## src/sv/waypoint_heading_guidance_top_macros.svh

```systemverilog
// Assertion helpers for the guidance block.
`ifndef WAYPOINT_HEADING_GUIDANCE_TOP_MACROS_SVH
`define WAYPOINT_HEADING_GUIDANCE_TOP_MACROS_SVH

// Check that cons holds in the same cycle as ante.
`define WHG_ASSERT_IMP(label, ante, cons) \
    label: assert property (@(posedge clk) disable iff (!rst_n) (ante) |-> (cons)) \
        else $error("guidance assertion failed");

// Check that cons holds in the cycle after ante.
`define WHG_ASSERT_NXT(label, ante, cons) \
    label: assert property (@(posedge clk) disable iff (!rst_n) (ante) |=> (cons)) \
        else $error("guidance assertion failed");

`endif

```

## src/sv/whg_pkg.sv

```systemverilog
`timescale 1ns / 1ps
package whg_pkg;

    localparam int WAYPOINT_DEPTH = 64;
    localparam int WP_AW = (WAYPOINT_DEPTH > 1) ? $clog2(WAYPOINT_DEPTH) : 1;
    localparam int CORDIC_STEPS = 16;
    localparam int STEP_W = 5;
    localparam int ANG_W = 22;
    localparam int CX_W = 36;
    localparam int MUL_W = 34;
    localparam int PROD_W = 2 * MUL_W;
    localparam int CFG_W = 31;
    localparam int CFG_AW = 3;

    localparam logic signed [ANG_W-1:0] Q16_PI = ANG_W'(205887);
    localparam logic signed [ANG_W-1:0] Q16_TWO_PI = ANG_W'(411775);
    localparam logic signed [ANG_W-1:0] Q16_HALF_PI = ANG_W'(102944);
    localparam logic signed [CX_W-1:0] CORDIC_GAIN_Q30 = CX_W'(652032874);

    localparam logic signed [MUL_W-1:0] K_ERR = MUL_W'(52429);
    localparam logic signed [MUL_W-1:0] K_YAW = MUL_W'(45875);
    localparam logic signed [MUL_W-1:0] K_VZ = MUL_W'(13107);
    localparam logic signed [PROD_W-1:0] S_ONE = PROD_W'(65536);

    localparam logic [1:0] FUNC_LOAD = 2'd0;
    localparam logic [1:0] FUNC_ERROR = 2'd1;
    localparam logic [1:0] FUNC_TICK = 2'd2;

    localparam logic [CFG_AW-1:0] CFG_SPEED = 3'd0;
    localparam logic [CFG_AW-1:0] CFG_TOL = 3'd1;
    localparam logic [CFG_AW-1:0] CFG_YAW_LIMIT = 3'd2;
    localparam logic [CFG_AW-1:0] CFG_ERROR_CAP = 3'd3;
    localparam logic [CFG_AW-1:0] CFG_COUNT = 3'd4;

    typedef struct packed {
        logic [1:0]         func;
        logic [5:0]         wp_slot;
        logic signed [31:0] coord_x;
        logic signed [31:0] coord_y;
        logic signed [31:0] coord_z;
        logic signed [15:0] heading;
        logic signed [31:0] err_x;
        logic signed [31:0] err_y;
    } whg_in_t;

    typedef struct packed {
        logic signed [15:0] vel_x;
        logic signed [15:0] vel_y;
        logic signed [15:0] vel_z;
        logic signed [15:0] yaw_rate;
        logic [6:0]         target_index;
        logic               reached;
        logic               route_done;
    } whg_out_t;

    typedef struct packed {
        logic start;
        logic vectoring;
    } whg_cordic_cmd_t;

    function automatic logic signed [ANG_W-1:0] atan_q16(input logic [STEP_W-1:0] i);
        logic signed [ANG_W-1:0] r;
        case (i)
            5'd0:    r = ANG_W'(51472);
            5'd1:    r = ANG_W'(30386);
            5'd2:    r = ANG_W'(16055);
            5'd3:    r = ANG_W'(8150);
            5'd4:    r = ANG_W'(4091);
            5'd5:    r = ANG_W'(2047);
            5'd6:    r = ANG_W'(1024);
            5'd7:    r = ANG_W'(512);
            5'd8:    r = ANG_W'(256);
            5'd9:    r = ANG_W'(128);
            5'd10:   r = ANG_W'(64);
            5'd11:   r = ANG_W'(32);
            5'd12:   r = ANG_W'(16);
            5'd13:   r = ANG_W'(8);
            5'd14:   r = ANG_W'(4);
            5'd15:   r = ANG_W'(2);
            5'd16:   r = ANG_W'(1);
            default: r = '0;
        endcase
        return r;
    endfunction

    function automatic logic signed [ANG_W-1:0] wrap_pi(input logic signed [ANG_W-1:0] a);
        logic signed [ANG_W-1:0] r;
        r = a;
        for (int k = 0; k < 3; k++)
        begin
            if (r > Q16_PI)
                r = r - Q16_TWO_PI;
            else if (r <= -Q16_PI)
                r = r + Q16_TWO_PI;
        end
        return r;
    endfunction

    function automatic logic signed [15:0] sat16(input logic signed [PROD_W-1:0] v);
        logic signed [15:0] r;
        if (v > PROD_W'(32767))
            r = 16'sh7fff;
        else if (v < -PROD_W'(32768))
            r = 16'sh8000;
        else
            r = v[15:0];
        return r;
    endfunction

endpackage

```

## src/sv/whg_cordic.sv

```systemverilog
`timescale 1ns / 1ps
module whg_cordic (
    input  logic                                 clk,
    input  logic                                 rst_n,
    input  whg_pkg::whg_cordic_cmd_t             cmd,
    input  logic signed [whg_pkg::CX_W-1:0]      x_init,
    input  logic signed [whg_pkg::CX_W-1:0]      y_init,
    input  logic signed [whg_pkg::ANG_W-1:0]     z_init,
    output logic                                 busy,
    output logic                                 done,
    output logic signed [whg_pkg::CX_W-1:0]      x,
    output logic signed [whg_pkg::CX_W-1:0]      y,
    output logic signed [whg_pkg::ANG_W-1:0]     z
);

    logic                              busy_reg;
    logic                              done_reg;
    logic                              vec_reg;
    logic [whg_pkg::STEP_W-1:0]        step_reg;
    logic signed [whg_pkg::CX_W-1:0]   x_reg;
    logic signed [whg_pkg::CX_W-1:0]   y_reg;
    logic signed [whg_pkg::ANG_W-1:0]  z_reg;
    logic signed [whg_pkg::CX_W-1:0]   xs;
    logic signed [whg_pkg::CX_W-1:0]   ys;
    logic signed [whg_pkg::CX_W-1:0]   x_next;
    logic signed [whg_pkg::CX_W-1:0]   y_next;
    logic signed [whg_pkg::ANG_W-1:0]  z_next;
    logic signed [whg_pkg::ANG_W-1:0]  at;
    logic                              pos;
    logic                              last;

    assign last = (step_reg == whg_pkg::STEP_W'(whg_pkg::CORDIC_STEPS - 1));

    always_comb
    begin
        xs = x_reg >>> step_reg;
        ys = y_reg >>> step_reg;
        at = whg_pkg::atan_q16(step_reg);
        pos = vec_reg ? y_reg[whg_pkg::CX_W-1] : !z_reg[whg_pkg::ANG_W-1];
        if (pos)
        begin
            x_next = x_reg - ys;
            y_next = y_reg + xs;
            z_next = z_reg - at;
        end
        else
        begin
            x_next = x_reg + ys;
            y_next = y_reg - xs;
            z_next = z_reg + at;
        end
    end

    always_ff @(posedge clk or negedge rst_n)
    begin
        if (!rst_n)
        begin
            busy_reg <= 1'b0;
            done_reg <= 1'b0;
            vec_reg  <= 1'b0;
            step_reg <= '0;
        end
        else
        begin
            done_reg <= 1'b0;
            if (cmd.start)
            begin
                busy_reg <= 1'b1;
                vec_reg  <= cmd.vectoring;
                step_reg <= '0;
            end
            else if (busy_reg)
            begin
                step_reg <= step_reg + 1'b1;
                if (last)
                begin
                    busy_reg <= 1'b0;
                    done_reg <= 1'b1;
                end
            end
        end
    end

    always_ff @(posedge clk)
    begin
        if (cmd.start)
        begin
            x_reg <= x_init;
            y_reg <= y_init;
            z_reg <= z_init;
        end
        else if (busy_reg)
        begin
            x_reg <= x_next;
            y_reg <= y_next;
            z_reg <= z_next;
        end
    end

    assign busy = busy_reg;
    assign done = done_reg;
    assign x = x_reg;
    assign y = y_reg;
    assign z = z_reg;

endmodule

```

## config.mk

```make
export PLATFORM = sky130hd
export DESIGN_NAME = whg_cordic
export DESIGN_NICKNAME = d
export VERILOG_FILES = /design/src/sv/waypoint_heading_guidance_top_macros.svh /design/src/sv/whg_pkg.sv /design/src/sv/whg_cordic.sv
export SDC_FILE = /design/constraint.sdc
export NUM_CORES = 1
export LEC_CHECK = 0
export BUFFER_PORTS_ARGS = -buffer_cell sky130_fd_sc_hd__buf_2
export CELL_PAD_IN_SITES_DETAIL_PLACEMENT = 1
export CELL_PAD_IN_SITES_GLOBAL_PLACEMENT = 1
export CORE_MARGIN = 2
export CORE_UTILIZATION = 30
export DETAILED_ROUTE_END_ITERATION = 7
export MAX_ROUTING_LAYER = met4
export PLACE_DENSITY_LB_ADDON = 0.08
export SYNTH_ARGS = -nofsm -noshare
export SYNTH_HDL_FRONTEND = slang
export SYNTH_SLANG_ARGS = --single-unit
```

## constraint.sdc

```tcl
create_clock -name clk -period 14.2 [get_ports clk]
set_input_delay 2.84 -clock clk [delete_from_list [all_inputs] [get_ports clk]]
set_output_delay 2.84 -clock clk [all_outputs]
set_load 0.02 [all_outputs]
```

After elaboration in Yosys (flattened, before gate mapping):

Memories as Yosys holds them, arrays and structs flattened.
Index checks and enable logic that the tools add are counted.

* register bits: 102
* bits in read-only memories: 512
* output and inout bits: 96
* logic and storage cells: 38
* memories kept: 1

* add/sub/neg operators: 7
* equal/unequal tests: 1
* shift-type cells: 2
* muxes and demuxes: 18
* reductions and logical operators: 2

Memory list
* (name not given): depth 32, bits a word 16, rd ports 1, clocked after Yosys merged registers in 0, wr ports 0, line whg_pkg.sv:63 `case (i)`

Operators by type and width (number)
* 2-to-1 mux 36 bit: 6
* adder 36 bit: 2
* >>> shifter 36 x 5 -> 36 bit: 2
* subtractor 36 bit: 2
* 2-to-1 mux 22 bit: 3
* adder 22 bit: 1
* subtractor 22 bit: 1
* 2-to-1 mux 5 bit: 2
* 2-to-1 mux 1 bit: 7
* adder 5 x 1 -> 5 bit, second input constant: 1
* equality test 5 x 4 -> 1 bit, second input constant: 1
* nonzero test 2 bit: 1
* zero test 1 bit: 1

Longest topological paths before layout:

Gate-level depths: netlist (run 1).

* word-level depth: 5
* gate-level depth with buffers: 29
* mapped depth without buffers: 22

Worst setup path after synthesis (run 1):

No wires, ideal clock.

* path kind: register to register
* from: register step_reg[1] (netlist name)
* to: register x_reg (netlist bit x[32]) (data pin)
* setup time: 135 ps
* arrival: 6054 ps
* setup slack: 8010 ps
* stages on the path, launching flop included: 24
* buffers on the path: 6
* clock period less this slack: 6190 ps
* path through: dfrtp_1 -> buf_2 -> buf_2 -> buf_1 -> buf_2 -> buf_2 -> buf_2 -> mux2i_1 -> o32ai_1 -> a221oi_1 -> nand3_2 -> or3_1 -> o31ai_1 -> xor2_1 -> ha_1 -> a21oi_1 -> o21ai_0 -> a21oi_1 -> and3b_1 -> a2111oi_0 -> or3_1 -> a41oi_1 -> or4b_2 -> nand3_1

* longest elaborated chain between the ends: 5

Ends and longest elaborated chain
* from (decl): line whg_cordic.sv:19 `logic [whg_pkg::STEP_W-1:0] step_reg;`
* from (signal assigned): line whg_cordic.sv:74 `step_reg <= step_reg + 1'b1;`
* >>> shifter 36 x 5 -> 36 bit (*): line whg_cordic.sv:37 `ys = y_reg >>> step_reg;`
* adder 36 bit or subtractor 36 bit (tied branches): line whg_cordic.sv:48, whg_cordic.sv:42
* 2-to-1 mux 36 bit (*): line whg_cordic.sv:40 `if (pos)`
* 2-to-1 mux 36 bit (*): line whg_cordic.sv:92 `else if (busy_reg)`
* 2-to-1 mux 36 bit (*): line whg_cordic.sv:86 `if (cmd.start)`
* to (signal assigned): line whg_cordic.sv:88 `x_reg <= x_init;`
* to (signal assigned): line whg_cordic.sv:94 `x_reg <= x_next;`
* to (decl): line whg_cordic.sv:20 `logic signed [whg_pkg::CX_W-1:0] x_reg;`

Mark *: on every way between the ends. The rest lies on a longest branch, timed or not. The select of a mux whose other input is x is not followed.
A chain may end at the register's enable or synchronous reset.

Worst setup path after layout (run 1):

* from: register step_reg[0] (netlist name)
* to: register x_reg (netlist bit x[32]) (data pin)

The elaborated chain is that of the path after synthesis.

==> results of run 1 <==
worst min path at each step:
stage	endpoint	slack [ns]	startpoint	depth (start not counted)
2_1_floorplan	vec_reg	0.55	vec_reg	1
3_3_place_gp	step_reg[4]	0.68	step_reg[4]	2
3_5_place_dp	step_reg[4]	0.69	step_reg[4]	2
4_1_cts	step_reg[4]	0.71	step_reg[4]	2
5_1_grt	step_reg[4]	0.76	step_reg[4]	2
6_report	step_reg[4]	0.70	step_reg[4]	2
cells in the final DEF, fill, tap and decap left out, drive strengths merged, types with 23 or more instances in the layout:
master	instances
buf	218
nand2	200
o21ai	160
nor2	124
a21oi	108
ha	104
edfxtp	94
xnor2	78
mux4	78
mux2i	78
inv	66
xor2	62
mux2	47
a21o	30
o21a	29
o31ai	29
nand3	28
o22ai	26
a211oi	26
nor3	23
routing by layer:
layer	GRT usage (%)	vias to the layer above	part of all wire, %
li1	-	7186	-
met1	31.9	7746	45
met2	40.7	423	48
met3	2.64	59	4.6
met4	7.60	0	2.5
met5	-	-	0
through the flow:
stage / setup WS, ns / std cells / utilization, % / instance area [sq um] / hold WS [ns]
after floorplan: 8.01 / 1823 / - / 15800 / 0.548
after global placement: 6.03 / 2624 / 33.1 / 17300 / 0.678
after detailed placement: 6.00 / 2624 / 33.1 / 17300 / 0.689
after CTS: 5.93 / 2640 / 33.6 / 17600 / 0.705
after global routing: 5.19 / 2640 / 33.6 / 17600 / 0.760
final: 5.89 / 2640 / 33.6 / 17600 / 0.701
cell type report:
class | count | area share, %
well taps | 688 | 4.90
flip-flops and latches | 102 | 17.3
clock inverters | 6 | 0.249
multi-input cells | 1552 | 68.3
clock buffers | 10 | 1.30
repair buffers | 218 | 6.60
inverters | 64 | 1.37
cell families (layout without fill, tap and decap cells):
kind of cell,count (synthesis),count (layout),synth area share (%)
buf+inv,169,298,4.95
simple gates,527,527,16.3
xor+xnor,140,140,7.77
flops,102,102,19.2
fa+ha+maj,107,107,8.63
mux,203,203,19.5
compound gates,575,575,23.7
critical path, delay by kind of cell, from the launching register on:
family,cells,cell delay (ns)
AND/OR/NAND/NOR,8,2.28
adder cells (fa/ha/maj),2,0.54
AO/OA/AOI/OAI,6,1.73
flip-flops,1,0.96
multiplexers,2,1.15
buffers and inverters,3,1.34
XOR/XNOR,1,0.11
==> out/summary.txt, run 1 <==
H-tree lvl count: 3
ant diodes: 0
post-cts hold buffer count: 0
clock sink count: 102
Synth top area share: 17.9%
Final Slew Violations: 0
Worst setup startpoint: step_reg[0]
CP startpoint kind: flip-flop
Slew Limit Headroom: 20.2%
initial DRC count: 1052
first-pass GRT wire length: 99200 um
layout cells sized above 1: 20.4%
Period minus WS final: 8.31 ns
max incr delay on CP: 0.96 ns
Reg clk slew, reported paths: 0.08 ns
ys flop type: edfxtp_1
Setup TNS: 0 ns
Hold Crit Class: flip-flop to flip-flop
count leader, synth: nand2_1
synth top area cells: edfxtp_1 18%, mux4_2 11%, ha_1 8.3%
run status: finished clean
initial antenna violation count: 0
CTS buffer count: 9
Post-CTS Setup Bufs: 0
flops & latches, synth: 102
worst setup path class: flip-flop to flip-flop
Area Overhead vs Synth: 11.4%
Clock Latency Late Sink: 0.41 ns
clk buf depth: 2
post_cts resized: 0
clock root buffer: clkbuf_16
GRT overflow: 0
fraction of registers with async set/reset: 7.84%
EDFF count, synth: 94
IO Pins: 194
via count: 15400
Synth area leader: edfxtp_1
Worst Path Arrival: 8.58 ns
final setup fails: 0
worst reg-to-reg path cell count: 22
chip width: 233 um
full die area: 54400 sq um
Final period util: 58.6%
area occupied by multi-input gates: 12000 sq um
number of global-route vias before repair: 15900
clk_skew: 0.0139 ns
Yosys cell types: 92
Final Hold Vio Count: 0
Core Area: 52200 sq um
Fillers: 6198
CP max-delay cell: dfrtp_4
CTS tree: yes
post-route ant nets: 0
setup slack on the worst flop-to-flop path: 5.89 ns
crit-path max FO: 51
Final HPWL DP: 50700 um
synthesized cell area: 15800 sq um
RSZ-0062 raised after global routing: no
DRC violations left: 0
drt pass-1 iters: 6
die span in y: 233 um
Initial Util: 30.2%
Nets: 2152
list of most frequent post-synthesis cells: 200 x nand2_1, 157 x o21ai_0, 124 x nor2_1
sequential share of the synthesized area: 19.2%
Worst Setup End Kind: flip-flop
Avg Cell Area, Syn: 8.65 sq um
gr usage total: 24.7%
input/output buffers: 193
routability congestion estimate: 0.901
max-cap violation count: 0
synth warn: 0
largest net degree at the start of global routing: 85
drt via density: 5.84
Least-Margin Pin Slew: 1.18 ns
WL/cell: 24.5 um
fmax: 120 MHz
final wirelength: 64800 um
worst-path cell chain: buf_4 > buf_4 > mux4_2 > mux4_2 > or2_2 > and2_1 > inv_1 > ha_1 > nand2_1 > or3_1 > o31ai_1 > xor2_1 > ha_1 > a21oi_1 > o21ai_0 > a21oi_1 > and3b_1 > a2111oi_0 > or3_1 > a41oi_1 > or4b_2 > nand3_1
Data required, critical path: 14.47 ns
Reg area: 3030 sq um
Row Count: 84
Syn Inst Count: 1823
worst reg2reg path endpoint: x[32]
worst setup path end: x[32]
syn_nets: 2028
Critical R2R Launch: step_reg[0]
Power of run 1 is left out: the tool's default activity adds up to more than one toggle a clock period on the data nets, which glitch-free logic cannot reach.
==> run 2: changes to the inputs <==
--- a/config.mk
+++ b/config.mk
@@ -5,6 +5,7 @@
 export SDC_FILE = /design/constraint.sdc
 export NUM_CORES = 1
 export LEC_CHECK = 0
+export ABC_AREA = 1
 export BUFFER_PORTS_ARGS = -buffer_cell sky130_fd_sc_hd__buf_2
 export CELL_PAD_IN_SITES_DETAIL_PLACEMENT = 1
 export CELL_PAD_IN_SITES_GLOBAL_PLACEMENT = 1
==> constraint.sdc (replaced) <==
create_clock -name clk -period 7.2 [get_ports clk]
set_input_delay 1.44 -clock clk [delete_from_list [all_inputs] [get_ports clk]]
set_output_delay 1.44 -clock clk [all_outputs]
set_load 0.02 [all_outputs]
==> run 2 against run 1 <==
Global-route usage is 1.7 points higher. Die area is 0.40% higher. Register-to-register slack lost 5.2 ns. Via count grew 21%. Clock skew rose by 0.0088 ns. Critical path type unchanged. Critical path depth grew 11. Critical endpoint is now x[35]. Cell area grew 0.44%. Cell count increased by 33%. Sequential cell count unchanged. Maximum frequency is 28% higher.
==> out/summary.txt, run 2 <==
run status: finished clean
clock root buffer: clkbuf_16
synth warn: 0 (unchanged)
CTS tree: yes
Reg clk slew, reported paths: 0.09 ns (about the same)
drt pass-1 iters: 5 (-1)
Slew Limit Headroom: 26.9% (+6.7 points)
Worst Setup End Kind: flip-flop
crit-path max FO: 61 (+20%)
Nets: 3027 (+41%)
input/output buffers: 193 (unchanged)
Data required, critical path: 7.37 ns (-7.10 ns)
DRC violations left: 0 (unchanged)
die span in y: 234 um (+0.20%)
Row Count: 84 (unchanged)
synthesized cell area: 15800 sq um (+0.41%)
placed cell area: 17300 sq um (+0.14%)
Final Non-Filler Cells: 3515 (+33%)
initial antenna violation count: 0 (unchanged)
Setup TNS: 0 ns (unchanged)
Final Hold Vio Count: 0 (unchanged)
H-tree lvl count: 3 (unchanged)
post_cts resized: 0 (unchanged)
clk_skew: 0.0227 ns (+0.00875 ns)
CP startpoint kind: flip-flop
Syn Inst Count: 2703 (+48%)
post-route ant nets: 0 (unchanged)
gr usage total: 26.4% (+1.7 points)
first-pass GRT wire length: 109000 um (+9.4%)
number of global-route vias before repair: 19000 (+20%)
Final period util: 90.4% (+32 points)
Final Slew Violations: 0 (unchanged)
worst setup path class: flip-flop to flip-flop
WL/cell: 20.1 um (-18%)
setup slack on the worst flop-to-flop path: 0.69 ns (-5.19 ns)
layout cells sized above 1: 11.5% (-8.9 points)
chip width: 234 um (+0.20%)
commonest cells after routing, fill and taps aside: 967 x nand2_1, 441 x nand3_1, 212 x inv_1, 192 x buf_2, 191 x nor2_1
Initial Util: 30.3% (+0.064 points)
initial DRC count: 921 (-12%)
routability congestion estimate: 0.969 (+7.5%)
count leader, synth: nand2_1
final wirelength: 70700 um (+9.1%)
cell area after layout: 17700 sq um (+0.44%)
Hold Crit Class: flip-flop to flip-flop
fmax: 154 MHz (+28%)
Synth area leader: nand2_1
ant diodes: 0 (unchanged)
Yosys cell types: 51 (-45%)
post-cts hold buffer count: 0 (unchanged)
full die area: 54600 sq um (+0.40%)
max incr delay on CP: 0.80 ns (-0.16 ns)
clk buf depth: 2 (unchanged)
CP max-delay cell: nor4b_1
Inst Count DP: 3499 (+33%)
GRT overflow: 0 (unchanged)
syn_nets: 2908 (+43%)
Clock Latency Late Sink: 0.42 ns (about the same)
most common cell after layout, fill and taps aside: nand2_1
ys flop type: edfxtp_1
Finished Core Util: 33.7% (+0.081 points)
Period minus WS final: 6.51 ns (-1.81 ns)
fraction of registers with async set/reset: 7.84% (unchanged)
Fillers: 7061 (+14%)
flops & latches, synth: 102 (unchanged)
EDFF count, synth: 94 (unchanged)
synth top area cells: nand2_1 23%, edfxtp_1 18%, nand3_1 14%
Least-Margin Pin Slew: 1.10 ns (-0.0895 ns)
drt via density: 5.31 (-9.0%)
CTS buffer count: 9 (unchanged)
sequential share of the synthesized area: 19.1% (-0.079 points)
clock sink count: 102 (unchanged)
RSZ-0062 raised after global routing: no
Final HPWL DP: 58000 um (+15%)
final setup fails: 0 (unchanged)
list of most frequent post-synthesis cells: 968 x nand2_1, 441 x nand3_1, 213 x inv_1
Post-CTS Setup Bufs: 0 (unchanged)
IO Pins: 194 (unchanged)
max-cap violation count: 0 (unchanged)
Avg Cell Area, Syn: 5.86 sq um (-32%)
Worst Path Arrival: 6.68 ns (-1.90 ns)
largest net degree at the start of global routing: 79 (-7.1%)
Synth top area share: 22.9% (+5.0 points)
Worst path most repeated cell: nand2_1
Core Area: 52300 sq um (+0.20%)
via count: 18700 (+21%)
Area Overhead vs Synth: 11.5% (about the same)
==> run 2: cell types whose count changed in the layout (fill, tap and decap cells not counted), sizes merged, moves of 46 or more <==
| cell | before | now |
|---|---|---|
| mux4 | 78 | 0 |
| mux2i | 78 | 0 |
| nor2 | 124 | 203 |
| inv | 66 | 235 |
| mux2 | 47 | 0 |
| nand2 | 200 | 970 |
| xnor2 | 78 | 32 |
| nand3 | 28 | 442 |
==> run 2: path summary, 6_finish.rpt <==
check | to | start | cells after the start
min in group asynchronous | busy | rst_n | 1
min | vec_reg | vec_reg | 2
max in group asynchronous | step_reg[1] | rst_n | 1
max reg2reg | x[35] | step_reg[0] | 33
max | x[35] | step_reg[0] | 33
min reg2reg | vec_reg | vec_reg | 2
==> run 2: cell families (layout without fill, tap and decap cells) <==
logic type	count (synthesis)	after routing	share of synthesized area, %
and+or+nand+nor	1720	1720	46.2
buffers and inverters	336	460	8.69
xor gates and xnor gates	94	94	5.20
DFF	102	102	19.1
AOI/OAI and AO/OA	344	344	12.2
adders and majority gates	107	107	8.60
==> run 2: cell type report <==
| class | count | area [sq um] | share of cell area [%] |
|---|---|---|---|
| repair buffers | 212 | 1110 | 6.29 |
| clock buffers | 10 | 239 | 1.35 |
| inverters | 232 | 873 | 4.95 |
| well taps | 688 | 861 | 4.88 |
| clock inverters | 6 | 86.3 | 0.489 |
| multi-input cells | 2265 | 11500 | 64.9 |
| flip-flops and latches | 102 | 3030 | 17.1 |
==> run 2: stage by stage <==
| stage | setup WS, ns | hold WS [ns] |
|---|---|---|
| 3_5_place_dp | 0.660 | 0.515 |
| 5_1_grt | 0.134 | 0.570 |
| 3_3_place_gp | 0.737 | 0.503 |
| 2_1_floorplan | 2.93 | 0.466 |
| 6_report | 0.694 | 0.531 |
| 4_1_cts | 0.639 | 0.537 |
==> run 2: critical path: cells and delay by family, from the launching register on <==
kind / cells / cell delay (ns)
and+or+nand+nor: 19 / 2.55
buffers and inverters: 7 / 1.52
AOI/OAI and AO/OA: 4 / 1.01
adders and majority gates: 2 / 0.59
DFF: 1 / 0.41
xor gates and xnor gates: 1 / 0.18
==> run 2: metal layers <==
metal	share of wire (%)	track usage (%)	vias to the layer above
li1	-	-	9208
met1	48	35.1	9055
met2	47	43.0	347
met3	3.1	2.44	66
met4	2.3	6.96	0
met5	0	-	-
Power of run 2 is left out for the same reason.
